File: config.mk
export PLATFORM = sky130hd
export DESIGN_NAME = node_message_parser_top_flat
export DESIGN_NICKNAME = d
export VERILOG_FILES = /design/src/rtl/nmp_pkg.sv /design/src/rtl/nmp_in_if.sv /design/src/rtl/nmp_out_if.sv /design/src/rtl/nmp_parse_core.sv /design/src/rtl/node_message_parser_top.sv /design/src/flat_wrapper.sv
export SDC_FILE = /design/constraint.sdc
export NUM_CORES = 1
export LEC_CHECK = 0
export BUFFER_PORTS_ARGS = -buffer_cell sky130_fd_sc_hd__buf_2
export CORE_MARGIN = 3
export CORE_UTILIZATION = 35
export CTS_BUF_LIST = sky130_fd_sc_hd__clkbuf_4
export CTS_CLUSTER_DIAMETER = 30
export CTS_CLUSTER_SIZE = 40
export DETAILED_ROUTE_END_ITERATION = 8
export PLACE_DENSITY_LB_ADDON = 0.1
export SYNTH_ARGS = -nofsm -noshare
export SYNTH_HDL_FRONTEND = slang
export SYNTH_SLANG_ARGS = --single-unit
File: constraint.sdc
create_clock -name clk -period 6.25 [get_ports clk]
set_clock_uncertainty 0.2 [all_clocks]
set_input_delay 0.625 -clock clk [delete_from_list [all_inputs] [get_ports clk]]
set_output_delay 0.625 -clock clk [all_outputs]
set_load 0.1 [all_outputs]
File: src/rtl/nmp_pkg.sv
// Shared types and constants of the node message parser.
// No dependencies; compiled first.
`default_nettype none

package nmp_pkg;

  localparam int ID_W   = 48;
  localparam int SEQ_W  = 30;
  localparam int CHAR_W = 8;
  localparam int KIND_W = 2;

  localparam longint unsigned SEQ_HW_MAX = 64'h3FFF_FFFF;

  // Verdict codes
  localparam logic [KIND_W-1:0] KIND_INVALID   = 2'd0;
  localparam logic [KIND_W-1:0] KIND_QUERY     = 2'd1;
  localparam logic [KIND_W-1:0] KIND_ACK_OWN   = 2'd2;
  localparam logic [KIND_W-1:0] KIND_ACK_OTHER = 2'd3;

  // Characters
  localparam logic [CHAR_W-1:0] CHAR_NUL    = 8'h00;
  localparam logic [CHAR_W-1:0] CHAR_HYPHEN = 8'h2D;
  localparam logic [CHAR_W-1:0] CHAR_QMARK  = 8'h3F;
  localparam logic [CHAR_W-1:0] CHAR_ZERO   = 8'h30;
  localparam logic [CHAR_W-1:0] CHAR_NINE   = 8'h39;

  localparam logic [CHAR_W-1:0] ACK_PREFIX [4] = '{8'h41, 8'h43, 8'h4B, 8'h2D};

  typedef struct packed {
    logic [KIND_W-1:0] kind;
    logic [ID_W-1:0]   node_id;
    logic [SEQ_W-1:0]  seq;
    logic              sat;
  } nmp_verdict_t;

  typedef struct packed {
    logic              step;
    logic [CHAR_W-1:0] char_code;
    logic              last_char;
  } nmp_step_t;

  // Largest sequence value: 10^digits - 1, clipped to the result width.
  function automatic logic [SEQ_W-1:0] seq_cap_f(input int digits);
    longint unsigned v;
    int i;
    v = 64'd1;
    for (i = 0; i < digits && i < 18; i++) begin
      v = v * 64'd10;
    end
    v = v - 64'd1;
    return (v > SEQ_HW_MAX) ? SEQ_HW_MAX[SEQ_W-1:0] : v[SEQ_W-1:0];
  endfunction

endpackage

`default_nettype wire

File: src/rtl/nmp_in_if.sv
// Character input channel: valid/ready plus one message byte and its end marker.
// Depends on nmp_pkg.
`default_nettype none

interface nmp_in_if;
  import nmp_pkg::*;

  logic              valid;
  logic              ready;
  logic [CHAR_W-1:0] char_code;
  logic              last_char;

  modport source (output valid, output char_code, output last_char, input ready);
  modport sink   (input valid, input char_code, input last_char, output ready);
endinterface

`default_nettype wire

File: src/rtl/nmp_out_if.sv
// Verdict output channel: valid/ready plus the parsed message fields.
// Depends on nmp_pkg.
`default_nettype none

interface nmp_out_if;
  import nmp_pkg::*;

  logic              valid;
  logic              ready;
  logic [KIND_W-1:0] message_kind;
  logic [ID_W-1:0]   node_id;
  logic [SEQ_W-1:0]  sequence_res;
  logic              sequence_saturated;

  modport source (output valid, output message_kind, output node_id,
                  output sequence_res, output sequence_saturated, input ready);
  modport sink   (input valid, input message_kind, input node_id,
                  input sequence_res, input sequence_saturated, output ready);
endinterface

`default_nettype wire

File: src/rtl/nmp_parse_core.sv
// Parse state registers and per-character next-state logic of the node message parser.
// Depends on nmp_pkg.
`default_nettype none

module nmp_parse_core #(
  parameter int ID_HEX_DIGITS  = 12,
  parameter int SEQ_DIGITS_MAX = 9
) (
  input  wire logic                 clk,
  input  wire logic                 rst_n,
  input  wire nmp_pkg::nmp_step_t   step_in,
  input  wire logic [nmp_pkg::ID_W-1:0] own_id,
  output nmp_pkg::nmp_verdict_t     verdict
);
  import nmp_pkg::*;

  localparam int FP_RAW = $clog2(ID_HEX_DIGITS + 1);
  localparam int FP_W   = (FP_RAW < 2) ? 2 : FP_RAW;
  localparam int CNT_W  = $clog2(SEQ_DIGITS_MAX + 1);
  localparam int PUSH_W = SEQ_W + 4;
  localparam logic [SEQ_W-1:0] SEQ_CAP = seq_cap_f(SEQ_DIGITS_MAX);

  localparam logic [3:0] PH_HEAD  = 4'd0;
  localparam logic [3:0] PH_QID   = 4'd1;
  localparam logic [3:0] PH_QSEQ  = 4'd2;
  localparam logic [3:0] PH_QMARK = 4'd3;
  localparam logic [3:0] PH_QEND  = 4'd4;
  localparam logic [3:0] PH_APRE  = 4'd5;
  localparam logic [3:0] PH_AID   = 4'd6;
  localparam logic [3:0] PH_ASEQ  = 4'd7;
  localparam logic [3:0] PH_DEAD  = 4'd8;

  logic [3:0]       phase_r, phase_nxt;
  logic [FP_W-1:0]  fp_r, fp_nxt;
  logic [ID_W-1:0]  id_r, id_nxt;
  logic [SEQ_W-1:0] seq_r, seq_nxt;
  logic [CNT_W-1:0] cnt_r, cnt_nxt;
  logic             ended_r, ended_nxt;
  logic             sat_r, sat_nxt;
  logic             term_r, term_nxt;

  // {valid, value}
  function automatic logic [4:0] hex_decode(input logic [CHAR_W-1:0] c);
    logic [4:0] r;
    r = 5'd0;
    if (c >= 8'h30 && c <= 8'h39) r = {1'b1, c[3:0]};
    else if ((c >= 8'h61 && c <= 8'h66) || (c >= 8'h41 && c <= 8'h46))
      r = {1'b1, c[3:0] + 4'd9};
    return r;
  endfunction

  logic [CHAR_W-1:0] c;
  logic [4:0]        hex;
  logic              is_digit;
  logic              is_hyphen;
  logic [ID_W-1:0]   id_shift;
  logic              fp_lt4;
  logic              fp_is3;
  logic              fp_lt_id;
  logic              fp_eq_id;
  logic              ack_ok;

  // Sequence digit push, evaluated from the current state
  logic [PUSH_W-1:0] push_v;
  logic [SEQ_W-1:0]  push_acc;
  logic [CNT_W-1:0]  push_cnt;
  logic              push_sat;

  always_comb begin
    c         = step_in.char_code;
    hex       = hex_decode(c);
    is_digit  = (c >= CHAR_ZERO) && (c <= CHAR_NINE);
    is_hyphen = (c == CHAR_HYPHEN);
    id_shift  = {id_r[ID_W-5:0], hex[3:0]};
    fp_lt4    = ((fp_r >> 2) == '0);
    fp_is3    = (fp_r == FP_W'(3));
    fp_lt_id  = (fp_r < FP_W'(ID_HEX_DIGITS));
    fp_eq_id  = (fp_r == FP_W'(ID_HEX_DIGITS));
    ack_ok    = fp_lt4 && (c == ACK_PREFIX[fp_r[1:0]]);

    push_v = {4'd0, seq_r} * PUSH_W'(10) + PUSH_W'(c[3:0]);
    if (cnt_r >= CNT_W'(SEQ_DIGITS_MAX) || sat_r) begin
      push_acc = SEQ_CAP;
      push_sat = 1'b1;
      push_cnt = cnt_r;
    end else if (push_v > PUSH_W'(SEQ_CAP)) begin
      push_acc = SEQ_CAP;
      push_sat = 1'b1;
      push_cnt = cnt_r + CNT_W'(1);
    end else begin
      push_acc = push_v[SEQ_W-1:0];
      push_sat = sat_r;
      push_cnt = cnt_r + CNT_W'(1);
    end
  end

  always_comb begin
    phase_nxt = phase_r;
    fp_nxt    = fp_r;
    id_nxt    = id_r;
    seq_nxt   = seq_r;
    cnt_nxt   = cnt_r;
    ended_nxt = ended_r;
    sat_nxt   = sat_r;
    term_nxt  = term_r;
    if (!term_r) begin
      if (c == CHAR_NUL) begin
        term_nxt = 1'b1;
      end else begin
        case (phase_r)
          PH_HEAD: begin
            // Query ID and "ACK-" prefix overlap on 'A' and 'C'
            if (hex[4] && fp_lt_id) begin
              id_nxt    = id_shift;
              fp_nxt    = fp_r + FP_W'(1);
              phase_nxt = ack_ok ? PH_HEAD : PH_QID;
            end else if (is_hyphen && fp_eq_id) begin
              fp_nxt    = '0;
              phase_nxt = PH_QSEQ;
            end else if (ack_ok) begin
              id_nxt    = '0;
              fp_nxt    = fp_is3 ? '0 : fp_r + FP_W'(1);
              phase_nxt = fp_is3 ? PH_AID : PH_APRE;
            end else begin
              phase_nxt = PH_DEAD;
            end
          end
          PH_QID: begin
            if (hex[4] && fp_lt_id) begin
              id_nxt = id_shift;
              fp_nxt = fp_r + FP_W'(1);
            end else if (is_hyphen && fp_eq_id) begin
              fp_nxt    = '0;
              phase_nxt = PH_QSEQ;
            end else begin
              phase_nxt = PH_DEAD;
            end
          end
          PH_QSEQ: begin
            if (is_digit && cnt_r < CNT_W'(SEQ_DIGITS_MAX)) begin
              seq_nxt = push_acc;
              cnt_nxt = push_cnt;
              sat_nxt = push_sat;
            end else if (is_hyphen && cnt_r != '0) begin
              phase_nxt = PH_QMARK;
            end else begin
              phase_nxt = PH_DEAD;
            end
          end
          PH_QMARK: begin
            phase_nxt = (c == CHAR_QMARK) ? PH_QEND : PH_DEAD;
          end
          PH_APRE: begin
            if (ack_ok) begin
              id_nxt    = '0;
              fp_nxt    = fp_is3 ? '0 : fp_r + FP_W'(1);
              phase_nxt = fp_is3 ? PH_AID : PH_APRE;
            end else begin
              phase_nxt = PH_DEAD;
            end
          end
          PH_AID: begin
            if (hex[4] && fp_lt_id) begin
              id_nxt = id_shift;
              fp_nxt = fp_r + FP_W'(1);
            end else if (is_hyphen && fp_eq_id) begin
              fp_nxt    = '0;
              phase_nxt = PH_ASEQ;
            end else begin
              phase_nxt = PH_DEAD;
            end
          end
          PH_ASEQ: begin
            if (is_hyphen) begin
              phase_nxt = PH_DEAD;
            end else begin
              fp_nxt = FP_W'(1);
              if (is_digit && !ended_r) begin
                seq_nxt = push_acc;
                cnt_nxt = push_cnt;
                sat_nxt = push_sat;
              end else begin
                ended_nxt = 1'b1;
              end
            end
          end
          default: begin
            phase_nxt = PH_DEAD;
          end
        endcase
      end
    end
  end

  // Verdict from the state after this character
  always_comb begin
    verdict.kind    = KIND_INVALID;
    verdict.node_id = '0;
    verdict.seq     = '0;
    verdict.sat     = 1'b0;
    if (phase_nxt == PH_QEND) begin
      verdict.kind = KIND_QUERY;
    end else if (phase_nxt == PH_ASEQ && fp_nxt != '0) begin
      verdict.kind = (id_nxt == own_id) ? KIND_ACK_OWN : KIND_ACK_OTHER;
    end
    if (verdict.kind != KIND_INVALID) begin
      verdict.node_id = id_nxt;
      verdict.seq     = seq_nxt;
      verdict.sat     = sat_nxt;
    end
  end

  always_ff @(posedge clk) begin
    if (!rst_n || (step_in.step && step_in.last_char)) begin
      phase_r <= PH_HEAD;
      fp_r    <= '0;
      id_r    <= '0;
      seq_r   <= '0;
      cnt_r   <= '0;
      ended_r <= 1'b0;
      sat_r   <= 1'b0;
      term_r  <= 1'b0;
    end else if (step_in.step) begin
      phase_r <= phase_nxt;
      fp_r    <= fp_nxt;
      id_r    <= id_nxt;
      seq_r   <= seq_nxt;
      cnt_r   <= cnt_nxt;
      ended_r <= ended_nxt;
      sat_r   <= sat_nxt;
      term_r  <= term_nxt;
    end
  end

endmodule

`default_nettype wire

File: src/rtl/node_message_parser_top.sv
// Top level of the node message parser: config register, parse core, verdict register.
// Depends on nmp_pkg, nmp_in_if, nmp_out_if and nmp_parse_core.
`default_nettype none

// Streaming parser for received radio messages. Characters come in one per transfer on
// in_chan; the transfer that carries last_char yields exactly one verdict on out_chan
// in the next cycle, after which the parse state starts over. Verdicts: invalid, query
// "ID-SEQ-?", ack for this node or ack for another node ("ACK-ID-SEQ"); the ack's ID is
// compared with own_id_r; the user must write it through cfg_we/cfg_wdata while the
// block is idle, which the block does not enforce. A zero byte ends the message early;
// later bytes are ignored up to last_char. Rate: one character per cycle, sustained.
// All per-character work is a single pass through the parse core's next-state logic
// into its state registers; the verdict sits in a one-entry output register, and
// in_chan stalls only while a verdict is held there and out_chan is not ready.
module node_message_parser_top #(
  parameter int ID_HEX_DIGITS  = 12,
  parameter int SEQ_DIGITS_MAX = 9
) (
  input  wire logic                     clk,
  input  wire logic                     rst_n,
  nmp_in_if.sink                        in_chan,
  nmp_out_if.source                     out_chan,
  input  wire logic                     cfg_we,
  input  wire logic [nmp_pkg::ID_W-1:0] cfg_wdata
);
  import nmp_pkg::*;

  localparam logic [SEQ_W-1:0] SEQ_CAP = seq_cap_f(SEQ_DIGITS_MAX);

  logic [ID_W-1:0] own_id_r;
  logic            out_valid_r, out_valid_nxt;
  nmp_verdict_t    verdict;
  nmp_verdict_t    verdict_r;
  nmp_step_t       step;
  logic            in_xfer;

  // Room in the verdict register, or it drains this cycle
  assign in_chan.ready = !out_valid_r || out_chan.ready;
  assign in_xfer       = in_chan.valid && in_chan.ready;

  assign step.step      = in_xfer;
  assign step.char_code = in_chan.char_code;
  assign step.last_char = in_chan.last_char;

  nmp_parse_core #(
    .ID_HEX_DIGITS  (ID_HEX_DIGITS),
    .SEQ_DIGITS_MAX (SEQ_DIGITS_MAX)
  ) u_core (
    .clk     (clk),
    .rst_n   (rst_n),
    .step_in (step),
    .own_id  (own_id_r),
    .verdict (verdict)
  );

  always_ff @(posedge clk) begin
    if (!rst_n) begin
      own_id_r <= '0;
    end else if (cfg_we) begin
      own_id_r <= cfg_wdata;
    end
  end

  // Verdict register: loads on the final character, clears once transferred
  always_comb begin
    if (in_xfer && in_chan.last_char) begin
      out_valid_nxt = 1'b1;
    end else if (out_chan.ready) begin
      out_valid_nxt = 1'b0;
    end else begin
      out_valid_nxt = out_valid_r;
    end
  end

  always_ff @(posedge clk) begin
    if (!rst_n) begin
      out_valid_r <= 1'b0;
    end else begin
      out_valid_r <= out_valid_nxt;
    end
  end

  always_ff @(posedge clk) begin
    if (in_xfer && in_chan.last_char) begin
      verdict_r <= verdict;
    end
  end

  assign out_chan.valid              = out_valid_r;
  assign out_chan.message_kind       = verdict_r.kind;
  assign out_chan.node_id            = verdict_r.node_id;
  assign out_chan.sequence_res       = verdict_r.seq;
  assign out_chan.sequence_saturated = verdict_r.sat;

`ifndef ASSERT_OFF
  // Final character always produces a verdict next cycle
  a_last_gives_verdict: assert property (@(posedge clk) disable iff (!rst_n)
    (in_xfer && in_chan.last_char) |=> out_valid_r)
    else $error("final character transfer did not load a verdict");

  // Invalid verdicts carry all-zero fields
  a_invalid_zero: assert property (@(posedge clk) disable iff (!rst_n)
    (out_valid_r && verdict_r.kind == KIND_INVALID) |->
      (verdict_r.node_id == '0 && verdict_r.seq == '0 && !verdict_r.sat))
    else $error("invalid verdict with nonzero fields");

  // Sequence value never exceeds its saturation cap
  a_seq_capped: assert property (@(posedge clk) disable iff (!rst_n)
    out_valid_r |-> (verdict_r.seq <= SEQ_CAP))
    else $error("sequence value above cap");
`endif

endmodule

`default_nettype wire

File: src/flat_wrapper.sv
// flat-port wrapper written by rule: the top's interface ports become plain ports
module node_message_parser_top_flat import nmp_pkg::*;
#(
  parameter int ID_HEX_DIGITS  = 12,
  parameter int SEQ_DIGITS_MAX = 9
)
  (clk, rst_n, cfg_we, cfg_wdata, in_chan_valid, in_chan_char_code, in_chan_last_char, in_chan_ready, out_chan_valid, out_chan_message_kind, out_chan_node_id, out_chan_sequence_res, out_chan_sequence_saturated, out_chan_ready);
  nmp_in_if in_chan_i ();
  nmp_out_if out_chan_i ();
  input  wire logic clk;
  input  wire logic rst_n;
  input  wire logic cfg_we;
  input  wire logic [nmp_pkg::ID_W-1:0] cfg_wdata;
  input wire logic [$bits(in_chan_i.valid)-1:0] in_chan_valid;
  input wire logic [$bits(in_chan_i.char_code)-1:0] in_chan_char_code;
  input wire logic [$bits(in_chan_i.last_char)-1:0] in_chan_last_char;
  output wire logic [$bits(in_chan_i.ready)-1:0] in_chan_ready;
  output wire logic [$bits(out_chan_i.valid)-1:0] out_chan_valid;
  output wire logic [$bits(out_chan_i.message_kind)-1:0] out_chan_message_kind;
  output wire logic [$bits(out_chan_i.node_id)-1:0] out_chan_node_id;
  output wire logic [$bits(out_chan_i.sequence_res)-1:0] out_chan_sequence_res;
  output wire logic [$bits(out_chan_i.sequence_saturated)-1:0] out_chan_sequence_saturated;
  input wire logic [$bits(out_chan_i.ready)-1:0] out_chan_ready;
  assign in_chan_i.valid = in_chan_valid;
  assign in_chan_i.char_code = in_chan_char_code;
  assign in_chan_i.last_char = in_chan_last_char;
  assign in_chan_ready = in_chan_i.ready;
  assign out_chan_valid = out_chan_i.valid;
  assign out_chan_message_kind = out_chan_i.message_kind;
  assign out_chan_node_id = out_chan_i.node_id;
  assign out_chan_sequence_res = out_chan_i.sequence_res;
  assign out_chan_sequence_saturated = out_chan_i.sequence_saturated;
  assign out_chan_i.ready = out_chan_ready;
  node_message_parser_top #(.ID_HEX_DIGITS(ID_HEX_DIGITS), .SEQ_DIGITS_MAX(SEQ_DIGITS_MAX)) u_core (.clk(clk), .rst_n(rst_n), .in_chan(in_chan_i), .out_chan(out_chan_i), .cfg_we(cfg_we), .cfg_wdata(cfg_wdata));
endmodule
======== Word-level counts from Yosys, hierarchy flattened ========
Cells that the tools add are included.
word-level totals
  output and inout port bits .............. 83
  bits in registers ....................... 223
  bits of input ports ..................... 62
  word-level logic and storage cells ...... 148
cells by class
  $lt $le $gt $ge ......................... 11
  multipliers ............................. 1
  equality and inequality tests ........... 17
  bitwise operators ....................... 5
  reduce and logical (&&, ||, !) cells .... 30
  muxes and demuxes ....................... 66
  add/sub/neg operators ................... 4
operators by type and width
  operator                                                                              number
  48-bit 2-to-1 mux                                                                     6
  30-bit 2-to-1 mux                                                                     7
  48-bit one-hot mux with 3 select lines                                                1
  4-bit 2-to-1 mux                                                                      26
  30-bit one-hot mux with 2 select lines                                                1
  48-bit equality test                                                                  1
  34-bit by 4-bit adder with 34-bit output                                              1
  34-bit by 30-bit greater-than comparator with 1-bit output (second input constant)    1
  30-bit by 3-bit multiplier with 33-bit output (second input constant)                 1
  4-bit one-hot mux with 7 select lines                                                 1
  4-bit by 3-bit equality test with 1-bit output (second input constant)                5
  8-bit binary-select mux with 2-bit select                                             1
  8-bit by 6-bit equality test with 1-bit output (second input constant)                2
  8-bit by 7-bit greater-or-equal comparator with 1-bit output (second input constant)  2
  8-bit by 7-bit less-or-equal comparator with 1-bit output (second input constant)     2
  8-bit 2-to-1 mux                                                                      2
  4-bit one-hot mux with 4 select lines                                                 1
  1-bit 2-to-1 mux                                                                      13
  4-bit by 2-bit equality test with 1-bit output (second input constant)                3
  1-bit logical AND                                                                     12
  5-bit 2-to-1 mux                                                                      2
  4-bit by 1-bit adder with 4-bit output (second input constant)                        2
  8-bit equality test                                                                   1
  8-bit by 6-bit greater-or-equal comparator with 1-bit output (second input constant)  1
  other kinds (22)                                                                      39

======== Logic depth before layout (Yosys ltp) ========
  depth after elaboration ................. 17
  mapped depth ............................ 18
  gate-level depth less buffers ........... 16

======== By module ========
A second synthesis with hierarchy kept.
unflattened totals
  cells, all modules ...................... 1510
  area total of the unflattened synthesis .. 13675.6 µm²
by module, submodules not included
  module                   instances  area an instance (µm²)  seq. area each (µm²)  cells each
  nmp_parse_core           1          9349.0                  1861.8                1268
  node_message_parser_top  1          4326.6                  3413.3                242

======== Worst setup path before layout ========
OpenSTA, ideal clock, no wires.
  path kind ............................... flip-flop to flip-flop
  start ................................... register u_core.u_core.seq_r[1]
  end ..................................... register u_core.verdict_r, in the netlist u_core.out_chan.sequence_res[28] (data pin)
  stages on the path, launching flop included .. 19
  buffers on the path ..................... 2
  required time ........................... 5.793 ns
  library setup time ...................... 0.257 ns
  clock period less this slack ............ 5.506 ns
  setup slack ............................. 0.744 ns
  arrival ................................. 5.049 ns
  path through ............................ dfxtp_1 > ha_1 > ha_1 > fa_1 > a21o_1 > a221oi_4 > mux2i_1 > nand2_2 > or4b_1 > buf_2 > nor4_2 > nand3_1 > xnor2_1 > or4b_1 > nand4_2 > nand2_2 > buf_6 > a211o_1 > a32o_1
between the ends
  cells in the longest elaborated chain, start to end .. 10
  elaborated cells on any way between the ends .. 11
  those cells by class .................... add/sub (1); mul (1); order compare (1); mux (8)
RTL lines
  element                                                     RTL line                       text
  start, declared                                             nmp_parse_core.sv:36           logic [SEQ_W-1:0] seq_r, seq_nxt;
  start signal, assigned                                      nmp_parse_core.sv:227          seq_r <= seq_nxt;
  30-bit by 3-bit multiplier with 33-bit output *             nmp_parse_core.sv:81           push_v = {4'd0, seq_r} * PUSH_W'(10) + PUSH_W'(c[3:0]);
  34-bit by 4-bit adder with 34-bit output *                  nmp_parse_core.sv:81
  34-bit by 30-bit greater-than comparator with 1-bit output  nmp_parse_core.sv:86           end else if (push_v > PUSH_W'(SEQ_CAP)) begin
  30-bit 2-to-1 mux *                                         nmp_parse_core.sv:86
  30-bit 2-to-1 mux *                                         nmp_parse_core.sv:82           if (cnt_r >= CNT_W'(SEQ_DIGITS_MAX) || sat_r) begin
  30-bit 2-to-1 mux                                           nmp_parse_core.sv:178          if (is_digit && !ended_r) begin
  30-bit 2-to-1 mux                                           nmp_parse_core.sv:174          if (is_hyphen) begin
  30-bit one-hot mux with 2 select lines *                    nmp_parse_core.sv:110          case (phase_r)
  30-bit 2-to-1 mux *                                         nmp_parse_core.sv:107          if (c == CHAR_NUL) begin
  30-bit 2-to-1 mux *                                         nmp_parse_core.sv:106          if (!term_r) begin
  end signal, assigned                                        node_message_parser_top.sv:85  verdict_r <= verdict;
  end, declared                                               node_message_parser_top.sv:33  nmp_verdict_t verdict_r;
Mark *: on every way between the ends. The rest lies on a longest branch, timed or not.
A chain may end at the register's enable or synchronous reset.

======== Worst setup path after layout ========
  start ................................... register u_core.u_core.seq_r[1]
  end ..................................... register u_core.u_core.seq_r[9]
between the ends
  cells in the longest elaborated chain, start to end .. 10
  elaborated cells on any way between the ends .. 11
  those cells by class .................... add/sub (1); mul (1); order compare (1); mux (8)
RTL lines
  element                                                     RTL line
  30-bit by 3-bit multiplier with 33-bit output *             nmp_parse_core.sv:81
  34-bit by 4-bit adder with 34-bit output *                  nmp_parse_core.sv:81
  34-bit by 30-bit greater-than comparator with 1-bit output  nmp_parse_core.sv:86
  30-bit 2-to-1 mux *                                         nmp_parse_core.sv:86
  30-bit 2-to-1 mux *                                         nmp_parse_core.sv:82
  30-bit 2-to-1 mux                                           nmp_parse_core.sv:178
  30-bit 2-to-1 mux                                           nmp_parse_core.sv:174
  30-bit one-hot mux with 2 select lines *                    nmp_parse_core.sv:110
  30-bit 2-to-1 mux *                                         nmp_parse_core.sv:107
  30-bit 2-to-1 mux *                                         nmp_parse_core.sv:106
Marked as above.

==> qor_table.md <==
| Result | This run | Unit |
|---|---|---|
| Run status | finished, final reports clean | - |
| Setup-violating endpoint count in the final report | 0 | - |
| Syn Inst Count | 1469 | - |
| Post-Route WL | 45000 | um |
| DR DRC count | 0 | - |
| Port bufs | 144 | - |
| Total track usage | 0.212 | - |
| NumNets Final | 1818 | - |
| Commonest cells in the synthesized netlist | 189 x sky130_fd_sc_hd__nor2_1, 142 x sky130_fd_sc_hd__dfxtp_1, 93 x sky130_fd_sc_hd__a22oi_1 | - |
| Initial antenna violation count | 1 | - |
| Peak supply drop | 0.000130 | V |
| Required time at the endpoint of the critical path | 6.71 | ns |
| Slew HR | 0.270 | - |
| Crit Reg-Reg Startpoint | u_core.u_core.seq_r[1]$_SDFFE_PP0P_ | - |
| RSZ-0062 raised after global routing | false | - |
| Critical Path Slowest Stage Cell | sky130_fd_sc_hd__nor2_2 | - |
| Top FF cell, synth | sky130_fd_sc_hd__dfxtp_1 | - |
| Sort of element at the start of the critical path | register | - |
| Portion of the clock cycle consumed by the worst path in the final layout | 0.950 | - |
| Global route total overflow | 0 | - |
| Family with the most delay on the worst path | simple AND/OR/NAND/NOR gates | - |
| Die Footprint | 41100 | um^2 |
| Max Cap Viol | 0 | - |
| Number of placed I/O pins | 145 | - |
| Least-Margin Pin Slew | 1.09 | ns |
| Global placement routability congestion | 0.871 | - |
| Beginning of the worst hold path | in_chan_last_char | - |
| Worst-skew pair later-pin latency | 0.73 | ns |
| Buffers and inverters on the worst path | 0 | - |
| Type of the worst setup path | reg -> reg | - |
| Warnings, synthesis | 0 | - |
| Clock slew at the register clock pins of the worst setup and hold paths | 0.07 | ns |
| Number of cells on the critical path | 16 | - |
| Level count of the clock H-tree | 3 | - |
| Number of vias in the routed layout | 12.3k | - |
| R2R cell count | 16 | - |
| Final Hold Vio Count | 0 | - |
| Cell area after synthesis | 13600 | um^2 |
| Reported leakage power | 6.61 | nW |
| Path class of the lowest-slack min-delay path | in -> reg | - |
| Highest clock frequency the design can meet | 168 | MHz |
| Total negative slack | 0 | ns |
| Destination of the worst hold path | u_core.out_chan.valid$_SDFFE_PN0P_ | - |
| Share of the synthesized area in the top cell type | 0.210 | - |
| Mean Syn Cell Area | 9.23 | um^2 |
| Share of async-settable or async-resettable flops after synthesis | 0 | - |
| Number of cell rows | 71 | - |
| Reg2Reg Setup Slack | 0.31 | ns |
| Synthesized net count | 1602 | - |
| Clk Tree Root Cell | sky130_fd_sc_hd__clkbuf_4 | - |
| Layout Area Growth over Synthesis | 22.3 | % |
| Maximum number of pins on one net before global-route repair | 59 | - |
| Post-DP HPWL | 31700 | um |
| #FFs+latches synth | 223 | - |
| CTS tree | yes | - |
| Largest fanout on the critical path | 20 | - |
| Ratio of cells with drive above 1 in the final layout | 0.197 | - |
| Wire length of the first global-routing pass | 68800 | um |
| Critical-path cell list | ha_1, ha_1, fa_1, a21o_1, a221oi_4, xor2_1, and4bb_2, nand3_1, or4_1, nor2_1, xor2_1, or4b_1, nand4_2, nand2_2, nor2_2, a22o_1 | - |
| Starting density of the core | 0.357 | - |
| Die height | 203 | um |
| X dimension of the die | 203 | um |
| Via count of the first global-routing pass | 12.0k | - |
| Total placed instance area | 14900 | um^2 |
| Hold Path Depth | 3 | - |
| Unique masters post-synth | 93 | - |
| Post-synthesis sequential area ratio | 0.389 | - |
| Number of DRC markers in iteration 0 | 932 | - |
| DRT Pass-1 Iters | 5 | - |
| Fill cell instance count of the final layout | 3779 | - |
| Dominant cell by count in the synthesized netlist | sky130_fd_sc_hd__nor2_1 | - |
| Number of flops mapped to enable cells by yosys | 81 | - |
| Routed len/inst | 20.0 | um |
| Vias per cell | 5.45 | - |
| Utilization after layout | 0.437 | - |
| Area leader, netlist | sky130_fd_sc_hd__dfxtp_1 | - |
| Routed Antenna Nets | 0 | - |
| Design area | 16600 | um^2 |
| Buffer levels on the longest clock path | 3 | - |
| Final critical delay including setup and external delays | 5.94 | ns |
| Stage delay of the slowest cell on the critical path | 0.71 | ns |
| Total CTS buffers | 68 | - |
| Category of the worst setup path capture point | register | - |
| Max-slew violation count | 0 | - |
| Power density over cell area | 239 | nW/um^2 |
| Reg-to-reg critical path endpoint | u_core.u_core.seq_r[9]$_SDFFE_PP0P_ | - |
| Top cells by area, synth | sky130_fd_sc_hd__dfxtp_1 21%, sky130_fd_sc_hd__edfxtp_1 18%, sky130_fd_sc_hd__ha_1 6.4% | - |
| Clock sink total | 223 | - |
| Data arrival time at the worst-slack endpoint | 6.40 | ns |
| Placeable core region | 37900 | um^2 |
-- power by group --
group          internal (W)  leakage (nW)  total [W]  switching, W
clock               0.00123         0.651    0.00198      0.000751
combinational      0.000121          4.03   0.000410      0.000290
sequential          0.00154          1.93    0.00157     0.0000290
total               0.00289          6.61    0.00396       0.00107
-- worst max path at each step --
stage / to / start / slack (ns)
6_report: u_core.u_core.seq_r[9]$_SDFFE_PP0P_ / u_core.u_core.seq_r[1]$_SDFFE_PP0P_ / 0.31
5_1_grt: u_core.u_core.seq_r[9]$_SDFFE_PP0P_ / u_core.u_core.seq_r[1]$_SDFFE_PP0P_ / 0.01
4_1_cts: u_core.u_core.seq_r[9]$_SDFFE_PP0P_ / u_core.u_core.seq_r[1]$_SDFFE_PP0P_ / 0.36
3_5_place_dp: u_core.u_core.seq_r[9]$_SDFFE_PP0P_ / u_core.u_core.seq_r[1]$_SDFFE_PP0P_ / 0.37
3_3_place_gp: u_core.u_core.seq_r[10]$_SDFFE_PP0P_ / u_core.u_core.seq_r[1]$_SDFFE_PP0P_ / 0.44
2_1_floorplan: u_core.out_chan.sequence_res[28]$_SDFFCE_PN0P_ / u_core.u_core.seq_r[1]$_SDFFE_PP0P_ / 0.74
-- cell usage in the layout, fill, tap and decap left out, types with 41 or more instances in the layout --
master | Yosys | layout
sky130_fd_sc_hd__buf_4 | 1 | 41
sky130_fd_sc_hd__ha_1 | 69 | 69
sky130_fd_sc_hd__edfxtp_1 | 81 | 81
sky130_fd_sc_hd__nand2_1 | 73 | 72
sky130_fd_sc_hd__nand3_1 | 45 | 45
sky130_fd_sc_hd__buf_2 | 7 | 144
sky130_fd_sc_hd__xnor2_1 | 77 | 76
sky130_fd_sc_hd__mux2i_1 | 52 | 52
sky130_fd_sc_hd__dlygate4sd3_1 | 0 | 48
sky130_fd_sc_hd__nor2_1 | 189 | 188
sky130_fd_sc_hd__o21ai_0 | 69 | 69
sky130_fd_sc_hd__a21oi_1 | 50 | 50
sky130_fd_sc_hd__a22oi_1 | 93 | 93
sky130_fd_sc_hd__nor2b_1 | 58 | 58
sky130_fd_sc_hd__clkbuf_4 | 0 | 82
sky130_fd_sc_hd__dfxtp_1 | 142 | 142
-- what timing repair did --
| item | 4_1_cts | 5_1_grt |
|---|---|---|
| endpoints found under the hold margin | 48 | 0 |
| setup buffers | 0 | 0 |
| hold buffers | 48 | 0 |
| setup endpoints to repair | 0 | 2 |
| resized for setup | 0 | 1 |
-- metrics by stage --
stage	setup slack (ns)	hold WS, ns	total power, W	cells
2_1_floorplan	0.744	0.237	0.00188	1469
3_3_place_gp	0.442	0.248	0.00199	2078
3_5_place_dp	0.372	0.274	0.00199	2078
4_1_cts	0.363	0.0620	0.00402	2252
5_1_grt	0.0114	0.112	0.00412	2253
6_report	0.312	0.131	0.00396	2253
-- worst min-delay path: stages --
cell and delay (ns):
sky130_fd_sc_hd__buf_2 0.13, sky130_fd_sc_hd__nand2_1 0.13, sky130_fd_sc_hd__a21boi_0 0.11
-- registers in the layout, summed over array words and instances, names as in the netlist --
signal / cells
u_core.out_chan.node_id: 48
u_core.own_id_r: 48
u_core.u_core.id_r: 48
u_core.out_chan.sequence_res: 30
u_core.u_core.seq_r: 30
u_core.u_core.cnt_r: 4
u_core.u_core.fp_r: 4
u_core.u_core.phase_r: 4
u_core.out_chan.message_kind: 2
u_core.out_chan.sequence_saturated: 1
u_core.out_chan.valid: 1
u_core.u_core.ended_r: 1
u_core.u_core.sat_r: 1
u_core.u_core.term_r: 1
-- layer usage --
metal,global-route usage,share of wire
met2,0.316,0.43
met1,0.309,0.48
met4,0.0705,0.026
met5,0,0
met3,0.0391,0.056
-- cells by family after synthesis --
| group | count (synthesis) | synth area share |
|---|---|---|
| fa+ha+maj | 71 | 0.0666 |
| simple gates | 521 | 0.199 |
| flops | 223 | 0.389 |
| mux | 52 | 0.0384 |
| compound gates | 397 | 0.211 |
| xor+xnor | 98 | 0.0633 |
| buf+inv | 107 | 0.0317 |
-- area by class of cell --
| class | instances | area (um^2) | area share |
|---|---|---|---|
| diodes | 1 | 2.50 | 0.000151 |
| clock buffers | 82 | 616 | 0.0371 |
| clock inverters | 44 | 573 | 0.0346 |
| inverters | 19 | 72.6 | 0.00438 |
| multi-input cells | 1139 | 7870 | 0.475 |
| flip-flops and latches | 223 | 5280 | 0.318 |
| well taps | 511 | 639 | 0.0386 |
| repair buffers | 234 | 1530 | 0.0923 |
Note: power is estimated with default switching activity, not from simulation.
